## src/rtl/dla_pkg.sv

```systemverilog
package dla_pkg;

    // Accumulator width, Q24.16 signed
    localparam int ACC_W = 40;

    // Input operation codes
    localparam logic OP_WRITE   = 1'b0;
    localparam logic OP_FEATURE = 1'b1;

    // Sequencer to MAC unit control
    typedef struct packed {
        logic issue;   // weight read data valid this cycle
        logic clear;   // zero all row sums
    } t_mac_ctl;

    // MAC unit status back to sequencer
    typedef struct packed {
        logic busy;    // product in flight
    } t_mac_sts;

endpackage

```

## src/rtl/dla_if.sv

```systemverilog
interface dla_in_if #(
    parameter int IDX_W  = 7,
    parameter int DATA_W = 16
) ();
    logic                     valid;
    logic                     ready;
    logic                     operation;
    logic [IDX_W-1:0]         weight_index;
    logic signed [DATA_W-1:0] weight_value;
    logic signed [DATA_W-1:0] feature_value;
    logic                     last_feature;

    modport source (
        output valid, operation, weight_index, weight_value, feature_value, last_feature,
        input  ready
    );
    modport sink (
        input  valid, operation, weight_index, weight_value, feature_value, last_feature,
        output ready
    );
endinterface

interface dla_out_if #(
    parameter int CHOICE_W = 2,
    parameter int SCORE_W  = 40
) ();
    logic                      valid;
    logic                      ready;
    logic [CHOICE_W-1:0]       choice;
    logic signed [SCORE_W-1:0] best_score;

    modport source (output valid, choice, best_score, input ready);
    modport sink   (input valid, choice, best_score, output ready);
endinterface

```

## src/rtl/dla_wmem.sv

```systemverilog
module dla_wmem #(
    parameter int  DEPTH  = 96,
    parameter int  DATA_W = 16,
    localparam int AW     = $clog2(DEPTH)
) (
    input  logic                     i_clk,
    input  logic                     i_we,
    input  logic [AW-1:0]            i_waddr,
    input  logic signed [DATA_W-1:0] i_wdata,
    input  logic                     i_re,
    input  logic [AW-1:0]            i_raddr,
    output logic signed [DATA_W-1:0] o_rdata
);

    logic signed [DATA_W-1:0] r_mem [DEPTH];

    always_ff @(posedge i_clk) begin
        if (i_we) begin
            r_mem[i_waddr] <= i_wdata;
        end
    end

    always_ff @(posedge i_clk) begin
        if (i_re) begin
            o_rdata <= r_mem[i_raddr];
        end
    end

endmodule

```

## src/rtl/dla_mac.sv

```systemverilog
module dla_mac #(
    parameter int  DATA_W = 16,
    parameter int  ROWS   = 4,
    localparam int ROW_W  = $clog2(ROWS),
    localparam int ACC_W  = dla_pkg::ACC_W
) (
    input  logic                     i_clk,
    input  logic                     i_rst_n,
    input  dla_pkg::t_mac_ctl        i_ctl,
    input  logic [ROW_W-1:0]         i_row,
    input  logic signed [DATA_W-1:0] i_weight,
    input  logic signed [DATA_W-1:0] i_feature,
    input  logic [ROW_W-1:0]         i_scan_row,
    output logic signed [ACC_W-1:0]  o_sum,
    output dla_pkg::t_mac_sts        o_sts
);

    localparam int PW = 2 * DATA_W;
    localparam int EW = (PW > ACC_W) ? PW : ACC_W;

    logic signed [PW-1:0]    r_prod;
    logic [ROW_W-1:0]        r_prow;
    logic                    r_pvalid;
    logic signed [ACC_W-1:0] r_sum [ROWS];

    logic [ROW_W-1:0]        rd_row;
    logic signed [EW-1:0]    prod_ext;

    // single read port: accumulate has priority, scan otherwise
    assign rd_row   = r_pvalid ? r_prow : i_scan_row;
    assign o_sum    = r_sum[rd_row];
    assign prod_ext = EW'(r_prod);
    assign o_sts.busy = r_pvalid;

    // multiply stage
    always_ff @(posedge i_clk) begin
        if (!i_rst_n) begin
            r_pvalid <= 1'b0;
        end else begin
            r_pvalid <= i_ctl.issue;
        end
    end

    always_ff @(posedge i_clk) begin
        r_prod <= i_weight * i_feature;
        r_prow <= i_row;
    end

    // accumulate stage, wraps modulo 2^ACC_W
    always_ff @(posedge i_clk) begin
        if (!i_rst_n || i_ctl.clear) begin
            for (int k = 0; k < ROWS; k++) begin
                r_sum[k] <= '0;
            end
        end else if (r_pvalid) begin
            r_sum[r_prow] <= o_sum + prod_ext[ACC_W-1:0];
        end
    end

endmodule

```

## src/rtl/dense_layer_argmax.sv

```systemverilog
// Channel   Dir  Payload                                             Notes
// i_in      in   operation, weight_index, weight_value,              weight write or feature
//                feature_value, last_feature
// o_out     out  choice, best_score                                  one per last feature
//
// Weight write: written in the accept cycle at the single weight write port.
// Feature: one weight read and one multiply per row through the shared MAC unit, so
//   the weight read port sets the rate.
// Last feature: then pipeline drain, an argmax scan over every row, and emit.
// Reset is synchronous, active low; weight store is not cleared (undefined until written).
// A pending result in the output register does not block input; a new result waits in
//   the emit state until the output register is free.
module dense_layer_argmax #(
    parameter int NUM_FEATURES = 24,
    parameter int NUM_CHOICES  = 4,
    parameter int DATA_WIDTH   = 16
) (
    input  logic      i_clk,
    input  logic      i_rst_n,
    dla_in_if.sink    i_in,
    dla_out_if.source o_out
);

    localparam int DEPTH = NUM_CHOICES * NUM_FEATURES;
    localparam int IDX_W = $clog2(DEPTH);
    localparam int ROW_W = $clog2(NUM_CHOICES);
    localparam int CNT_W = $clog2(NUM_FEATURES + 1);
    localparam int ACC_W = dla_pkg::ACC_W;

    // sequencer states
    localparam logic [1:0] S_IDLE = 2'd0;   // take requests
    localparam logic [1:0] S_FEAT = 2'd1;   // one weight read per row
    localparam logic [1:0] S_SCAN = 2'd2;   // argmax, one row per cycle once no product is in flight
    localparam logic [1:0] S_EMIT = 2'd3;   // load output register, clear sums

    logic [1:0]                   r_state, n_state;
    logic [ROW_W-1:0]             r_row, n_row;
    logic [IDX_W-1:0]             r_addr, n_addr;
    logic [CNT_W-1:0]             r_count, n_count;
    logic signed [DATA_WIDTH-1:0] r_feat, n_feat;
    logic                         r_last, n_last;
    logic                         r_rd_valid;
    logic [ROW_W-1:0]             r_rd_row;
    logic [ROW_W-1:0]             r_best_idx, n_best_idx;
    logic signed [ACC_W-1:0]      r_best, n_best;
    logic                         r_out_valid, n_out_valid;
    logic [ROW_W-1:0]             r_choice, n_choice;
    logic signed [ACC_W-1:0]      r_score, n_score;

    logic                         accept;
    logic                         wr_en;
    logic                         rd_en;
    logic                         last_row;
    logic                         out_free;
    logic                         busy;
    logic                         better;
    logic signed [DATA_WIDTH-1:0] rd_weight;
    logic signed [ACC_W-1:0]      sum;
    dla_pkg::t_mac_ctl            mac_ctl;
    dla_pkg::t_mac_sts            mac_sts;

    assign i_in.ready       = (r_state == S_IDLE);
    assign accept           = i_in.valid && i_in.ready;
    // out-of-range writes dropped
    assign wr_en            = accept && (i_in.operation == dla_pkg::OP_WRITE)
                              && ({1'b0, i_in.weight_index} < (IDX_W + 1)'(DEPTH));
    assign rd_en            = (r_state == S_FEAT);
    assign last_row         = (r_row == ROW_W'(NUM_CHOICES - 1));
    assign out_free         = !r_out_valid || o_out.ready;
    assign busy             = r_rd_valid || mac_sts.busy;
    assign better           = (sum > r_best);

    assign o_out.valid      = r_out_valid;
    assign o_out.choice     = r_choice;
    assign o_out.best_score = r_score;

    dla_wmem #(
        .DEPTH  (DEPTH),
        .DATA_W (DATA_WIDTH)
    ) u_wmem (
        .i_clk   (i_clk),
        .i_we    (wr_en),
        .i_waddr (i_in.weight_index),
        .i_wdata (i_in.weight_value),
        .i_re    (rd_en),
        .i_raddr (r_addr),
        .o_rdata (rd_weight)
    );

    dla_mac #(
        .DATA_W (DATA_WIDTH),
        .ROWS   (NUM_CHOICES)
    ) u_mac (
        .i_clk      (i_clk),
        .i_rst_n    (i_rst_n),
        .i_ctl      (mac_ctl),
        .i_row      (r_rd_row),
        .i_weight   (rd_weight),
        .i_feature  (r_feat),
        .i_scan_row (r_row),
        .o_sum      (sum),
        .o_sts      (mac_sts)
    );

    always_comb begin
        n_state       = r_state;
        n_row         = r_row;
        n_addr        = r_addr;
        n_count       = r_count;
        n_feat        = r_feat;
        n_last        = r_last;
        n_best_idx    = r_best_idx;
        n_best        = r_best;
        n_out_valid   = r_out_valid && !o_out.ready;
        n_choice      = r_choice;
        n_score       = r_score;
        mac_ctl.issue = r_rd_valid;
        mac_ctl.clear = 1'b0;

        unique case (r_state)
            S_IDLE: begin
                if (accept && (i_in.operation == dla_pkg::OP_FEATURE)) begin
                    n_feat = i_in.feature_value;
                    n_last = i_in.last_feature;
                    n_row  = '0;
                    if (r_count < CNT_W'(NUM_FEATURES)) begin
                        // column base, rows follow at stride NUM_FEATURES
                        n_addr  = IDX_W'(r_count);
                        n_state = S_FEAT;
                    end else if (i_in.last_feature) begin
                        // saturated: no accumulate, still report
                        n_state = S_SCAN;
                    end
                end
            end
            S_FEAT: begin
                n_addr = r_addr + IDX_W'(NUM_FEATURES);
                n_row  = r_row + ROW_W'(1);
                if (last_row) begin
                    n_row   = '0;
                    n_count = r_count + CNT_W'(1);
                    n_state = r_last ? S_SCAN : S_IDLE;
                end
            end
            S_SCAN: begin
                // wait for in-flight products to land
                if (!busy) begin
                    // strict greater keeps lowest row on ties
                    if ((r_row == '0) || better) begin
                        n_best     = sum;
                        n_best_idx = r_row;
                    end
                    if (last_row) begin
                        n_row   = '0;
                        n_state = S_EMIT;
                    end else begin
                        n_row = r_row + ROW_W'(1);
                    end
                end
            end
            S_EMIT: begin
                if (out_free) begin
                    n_out_valid   = 1'b1;
                    n_choice      = r_best_idx;
                    n_score       = r_best;
                    n_count       = '0;
                    mac_ctl.clear = 1'b1;
                    n_state       = S_IDLE;
                end
            end
            default: begin
                n_state = S_IDLE;
            end
        endcase
    end

    always_ff @(posedge i_clk) begin
        if (!i_rst_n) begin
            r_state     <= S_IDLE;
            r_row       <= '0;
            r_count     <= '0;
            r_rd_valid  <= 1'b0;
            r_out_valid <= 1'b0;
        end else begin
            r_state     <= n_state;
            r_row       <= n_row;
            r_count     <= n_count;
            r_rd_valid  <= rd_en;
            r_out_valid <= n_out_valid;
        end
    end

    always_ff @(posedge i_clk) begin
        r_addr     <= n_addr;
        r_feat     <= n_feat;
        r_last     <= n_last;
        r_rd_row   <= r_row;
        r_best_idx <= n_best_idx;
        r_best     <= n_best;
        r_choice   <= n_choice;
        r_score    <= n_score;
    end

    a_count_range: assert property (@(posedge i_clk) disable iff (!i_rst_n)
        r_count <= CNT_W'(NUM_FEATURES))
        else $error("feature count beyond NUM_FEATURES");

    a_count_step: assert property (@(posedge i_clk) disable iff (!i_rst_n)
        (r_state == S_FEAT && last_row) |=> (r_count == $past(r_count) + CNT_W'(1)))
        else $error("feature count not advanced after last row");

    a_emit_clear: assert property (@(posedge i_clk) disable iff (!i_rst_n)
        (r_state == S_EMIT && out_free) |=> (r_count == '0 && r_state == S_IDLE
                                            && r_out_valid))
        else $error("emit did not clear and present result");

    a_out_origin: assert property (@(posedge i_clk) disable iff (!i_rst_n)
        $rose(r_out_valid) |-> ($past(r_state) == S_EMIT))
        else $error("result presented outside emit");

endmodule

```

## src/flat_wrapper.sv

```systemverilog
// flat-port wrapper written by rule: the top's interface ports become plain ports
module dense_layer_argmax_flat 
#(
    parameter int NUM_FEATURES = 24,
    parameter int NUM_CHOICES  = 4,
    parameter int DATA_WIDTH   = 16
)
  (i_clk, i_rst_n, i_in_valid, i_in_operation, i_in_weight_index, i_in_weight_value, i_in_feature_value, i_in_last_feature, i_in_ready, o_out_valid, o_out_choice, o_out_best_score, o_out_ready);
  dla_in_if i_in_i ();
  dla_out_if o_out_i ();
  input  logic i_clk;
  input  logic i_rst_n;
  input wire logic [$bits(i_in_i.valid)-1:0] i_in_valid;
  input wire logic [$bits(i_in_i.operation)-1:0] i_in_operation;
  input wire logic [$bits(i_in_i.weight_index)-1:0] i_in_weight_index;
  input wire logic [$bits(i_in_i.weight_value)-1:0] i_in_weight_value;
  input wire logic [$bits(i_in_i.feature_value)-1:0] i_in_feature_value;
  input wire logic [$bits(i_in_i.last_feature)-1:0] i_in_last_feature;
  output wire logic [$bits(i_in_i.ready)-1:0] i_in_ready;
  output wire logic [$bits(o_out_i.valid)-1:0] o_out_valid;
  output wire logic [$bits(o_out_i.choice)-1:0] o_out_choice;
  output wire logic [$bits(o_out_i.best_score)-1:0] o_out_best_score;
  input wire logic [$bits(o_out_i.ready)-1:0] o_out_ready;
  assign i_in_i.valid = i_in_valid;
  assign i_in_i.operation = i_in_operation;
  assign i_in_i.weight_index = i_in_weight_index;
  assign i_in_i.weight_value = i_in_weight_value;
  assign i_in_i.feature_value = i_in_feature_value;
  assign i_in_i.last_feature = i_in_last_feature;
  assign i_in_ready = i_in_i.ready;
  assign o_out_valid = o_out_i.valid;
  assign o_out_choice = o_out_i.choice;
  assign o_out_best_score = o_out_i.best_score;
  assign o_out_i.ready = o_out_ready;
  dense_layer_argmax #(.NUM_FEATURES(NUM_FEATURES), .NUM_CHOICES(NUM_CHOICES), .DATA_WIDTH(DATA_WIDTH)) u_core (.i_clk(i_clk), .i_rst_n(i_rst_n), .i_in(i_in_i), .o_out(o_out_i));
endmodule
```

## config.mk

```make
export PLATFORM = sky130hd
export DESIGN_NAME = dense_layer_argmax_flat
export DESIGN_NICKNAME = d
export VERILOG_FILES = /design/src/rtl/dla_pkg.sv /design/src/rtl/dla_if.sv /design/src/rtl/dla_wmem.sv /design/src/rtl/dla_mac.sv /design/src/rtl/dense_layer_argmax.sv /design/src/flat_wrapper.sv
export SDC_FILE = /design/constraint.sdc
export NUM_CORES = 2
export LEC_CHECK = 0
export BUFFER_PORTS_ARGS = -buffer_cell sky130_fd_sc_hd__buf_2
export CAP_MARGIN = 10
export CELL_PAD_IN_SITES_DETAIL_PLACEMENT = 1
export CELL_PAD_IN_SITES_GLOBAL_PLACEMENT = 2
export CORE_MARGIN = 2
export CORE_UTILIZATION = 53
export DETAILED_ROUTE_END_ITERATION = 10
export PLACE_DENSITY_LB_ADDON = 0.1
export SETUP_SLACK_MARGIN = 0.1
export SLEW_MARGIN = 0
export SYNTH_ARGS = -nofsm -noshare
export SYNTH_HDL_FRONTEND = slang
export SYNTH_HIERARCHICAL = 1
export SYNTH_SLANG_ARGS = --single-unit
```

## constraint.sdc

```tcl
create_clock -name i_clk -period 14.2 [get_ports i_clk]
set_input_delay 1.42 -clock i_clk [delete_from_list [all_inputs] [get_ports i_clk]]
set_output_delay 1.42 -clock i_clk [all_outputs]
set_load 0.05 [all_outputs]
```

==> flow_summary.ini <==
[status]
status = finished clean

[floorplanning]
die-height_um = 403
rows = 146
start_util_pct = 53.3
ioPinCount = 89
fp.dieW_um = 403
core_mm2 = 0.158
dieArea_mm2 = 0.162

[sta]
finClkSkew_ns = 0.0296
fin_crit_ns = 6.87
tightestPinTransition_ns = 1.23
hold_violations = 0
setup_viol = 0
hold_slack_ns = 0.329
finalCritPeriodShare_pct = 48.4
max_freq_mhz = 146
fin_tns_setup_ns = 0
finalMaxSlewViolations = 0
setup_ws_ns = 7.33
rsz0062_at_grt = false
slew_headroom_pct = 17.3

[setup_path]
critPathLaunchType = register
worstSetupPathType = reg -> reg
critPathMaxStageDelay_ns = 0.91
path_max_fanout = 16
cpLargestDelayFamily = adder cells
reg2reg_to = u_core/u_mac/r_prod[31]$_DFF_P_
path_cells = nand2_1 > inv_1 > fa_1 > fa_1 > fa_1 > fa_1 > fa_1 > inv_1 > fa_1 > inv_1 > ha_1 > nand3_1 > o2111ai_1 > a21oi_1 > nor3b_1 > a311oi_1 > a211o_1 > a21oi_1 > xnor2_1
worstRegToRegCells = 19
crit_top_cell = fa_1
cp_num_buf_inv = 3
end_kind = register
reg2reg_setup_slack_ns = 7.33
cp_data_required_time_ns = 14.88
rr_startpoint = u_core/r_feat[2]$_DFFE_PP_
slowest_stage = fa_1
arrival_ns = 7.56

[clock_network]
clockBufferDepth = 3
htree_levels = 4
post-cts-setup-buffers = 0
cts_root_buf = clkbuf_16
cts_buffers = 188
worstSkewPairLatency_ns = 0.83
clk_pin_slew_ns = 0.07
cts.repair.resized = 0
cts_tree = built
cts.hold.buffers_added = 0
clock-sinks = 1868

[logic_synthesis]
synth-seq-area-share_pct = 65.9
synthCells = 4893
ys_ff_latch = 1868
syn_nets = 5371
ys.flop_type = edfxtp_1
netlist_area_mm2 = 0.0843
async_reset_ff_share_pct = 0
synth_edf_count = 1820
synth.avg_cell_area_um2 = 17.2
ys_warn_count = 6
synth_cell_type_count = 79

[min_path]
worst_hold_path.endpoint = u_core/u_mac/r_prow[1]$_DFF_P_
holdPathStages = 0
worstHoldStart = u_core/r_rd_row[1]$_DFF_P_
hold_class = reg -> reg

[route]
avgRoutedWirePerCell_um = 30.0
via_count = 45000
drc = 0
totalWireLength_mm = 220
drt-initial-drc-count = 3636
drtPass1Iterations = 5
viasPerCell = 6.14
ant_nets = 0

[grt]
use_met3_pct = 4.13
grt_max_degree = 102
top_usage_layer = met2
grt_use_met2_pct = 47.4
overflow = 0
grt_use_total_pct = 27.5
met1_usage_pct = 36.4
antenna_found_initial = 11
first_global_vias = 48000
grt_pass1_wl_mm = 325

[finish]
layout_commonest_cell = edfxtp_1
instances_no_fill = 7327
layout_common_cells = edfxtp_1, mux4_2, inv_1
nets = 5573
post-route-util_pct = 59.3
seqCellArea_mm2 = 0.0556
drive_gt1_share_pct = 18.9
syn_to_final_growth_pct = 11.1
fillers = 13900
multi_input_area_mm2 = 0.0264

[power]
power_density_mw_per_mm2 = 246
p_leak_nw = 32.6
vdd_drop_max_v = 0.000703

[placed_design]
pre_cts_ws_ns = 7.30
dp_hpwl_mm = 140
place_congestion = 0.824
io_buffer_count = 88
dp.cells = 6977

[run]
drv_cap = 0
==> how the worst max path moves through the flow <==
stage,from,to,slack [ns],depth (start not counted)
after detailed placement,u_core/r_feat[4]$_DFFE_PP_,u_core/u_mac/r_prod[31]$_DFF_P_,7.30,19
after global placement,u_core/r_feat[1]$_DFFE_PP_,u_core/u_mac/r_prod[31]$_DFF_P_,7.52,19
after floorplan,u_core/u_mac/o_sts$_SDFF_PN0_,u_core/r_best[0]$_DFFE_PP_,7.78,11
after CTS,u_core/r_feat[4]$_DFFE_PP_,u_core/u_mac/r_prod[31]$_DFF_P_,7.25,19
after global routing,u_core/r_feat[2]$_DFFE_PP_,u_core/u_mac/r_prod[29]$_DFF_P_,6.88,19
final,u_core/r_feat[2]$_DFFE_PP_,u_core/u_mac/r_prod[31]$_DFF_P_,7.33,19
==> state kept, by name (all words and copies together) (netlist names), 5 cells and up <==
name                     flops
u_core/r_count               5
u_core/o_out.best_score     40
u_core/r_addr                7
u_core/u_mac/r_prod         32
u_core/u_wmem/r_mem       1536
u_core/r_feat               16
u_core/u_mac/r_sum         160
u_core/u_wmem/o_rdata       16
u_core/r_best               40
==> worst register-to-register path, cell delays in order (launching register included) <==
cell and delay [ns]:
edfxtp_1 0.76, nand2_1 0.21, inv_1 0.11, fa_1 0.56
fa_1 0.91, fa_1 0.54, fa_1 0.52, fa_1 0.51
inv_1 0.06, fa_1 0.47, inv_1 0.04, ha_1 0.43
nand3_1 0.18, o2111ai_1 0.23, a21oi_1 0.10, nor3b_1 0.15
a311oi_1 0.52, a211o_1 0.22, a21oi_1 0.08, xnor2_1 0.12
==> power by group <==
group | switching, mW | internal (mW) | total (mW)
sequential | 0.153 | 6.33 | 6.48
combinational | 6.77 | 4.95 | 11.7
clock | 2.12 | 2.75 | 4.87
total | 9.05 | 14.0 | 23.1
==> routing by layer <==
| layer | wire [um] | up-vias |
|---|---|---|
| met2 | 114000 | 1329 |
| met3 | 11700 | 315 |
| met1 | 87400 | 24200 |
| met5 | 89 | - |
| met4 | 6340 | 14 |
| li1 | - | 19200 |
==> through the flow <==
stage | power [mW] | area [um2]
finish | 23.1 | 93700
global route | 24.7 | 93700
CTS | 23.4 | 93700
detailed placement | 18.5 | 87700
floorplan | 15.2 | 84300
global placement | 18.2 | 87700
==> synthesized netlist by cell type, types with 20 or more instances <==
cell type,count,area [um2]
ha_1,170,2130
o22ai_1,29,181
and2_1,138,863
dfxtp_1,48,961
a211oi_1,20,150
o21ai_0,56,280
a22oi_1,46,345
nand3_1,91,455
nand2b_1,24,150
inv_1,359,1350
buf_4,33,248
nand2_1,277,1040
buf_2,60,300
nor2_1,267,1000
mux4_2,431,9710
nor3_1,44,220
o211ai_1,22,165
nor2b_1,29,181
xnor2_1,48,420
clkbuf_1,118,443
a21oi_1,103,515
edfxtp_1,1820,54700
mux2i_1,95,951
fa_1,263,5270
o2111ai_1,24,210
a21o_1,30,225
==> area by class of cell <==
| cell class | count | area share, % |
|---|---|---|
| Antenna cell | 2 | 0.00534 |
| Multi-Input combinational cell | 2436 | 28.2 |
| Inverter | 359 | 1.44 |
| Timing Repair Buffer | 242 | 1.80 |
| Tap cell | 2072 | 2.77 |
| Sequential cell | 1868 | 59.3 |
| Clock inverter | 106 | 1.10 |
| Clock buffer | 242 | 5.36 |
==> cells by family after synthesis <==
logic type | after synthesis | synth area share, %
AO/OA/AOI/OAI | 435 | 3.56
XOR/XNOR | 66 | 0.685
adder cells (fa/ha/maj) | 433 | 8.76
buffers and inverters | 589 | 2.89
flip-flops | 1868 | 65.9
multiplexers | 533 | 12.7
AND/OR/NAND/NOR | 969 | 5.43
(Power assumes the default switching activity.)
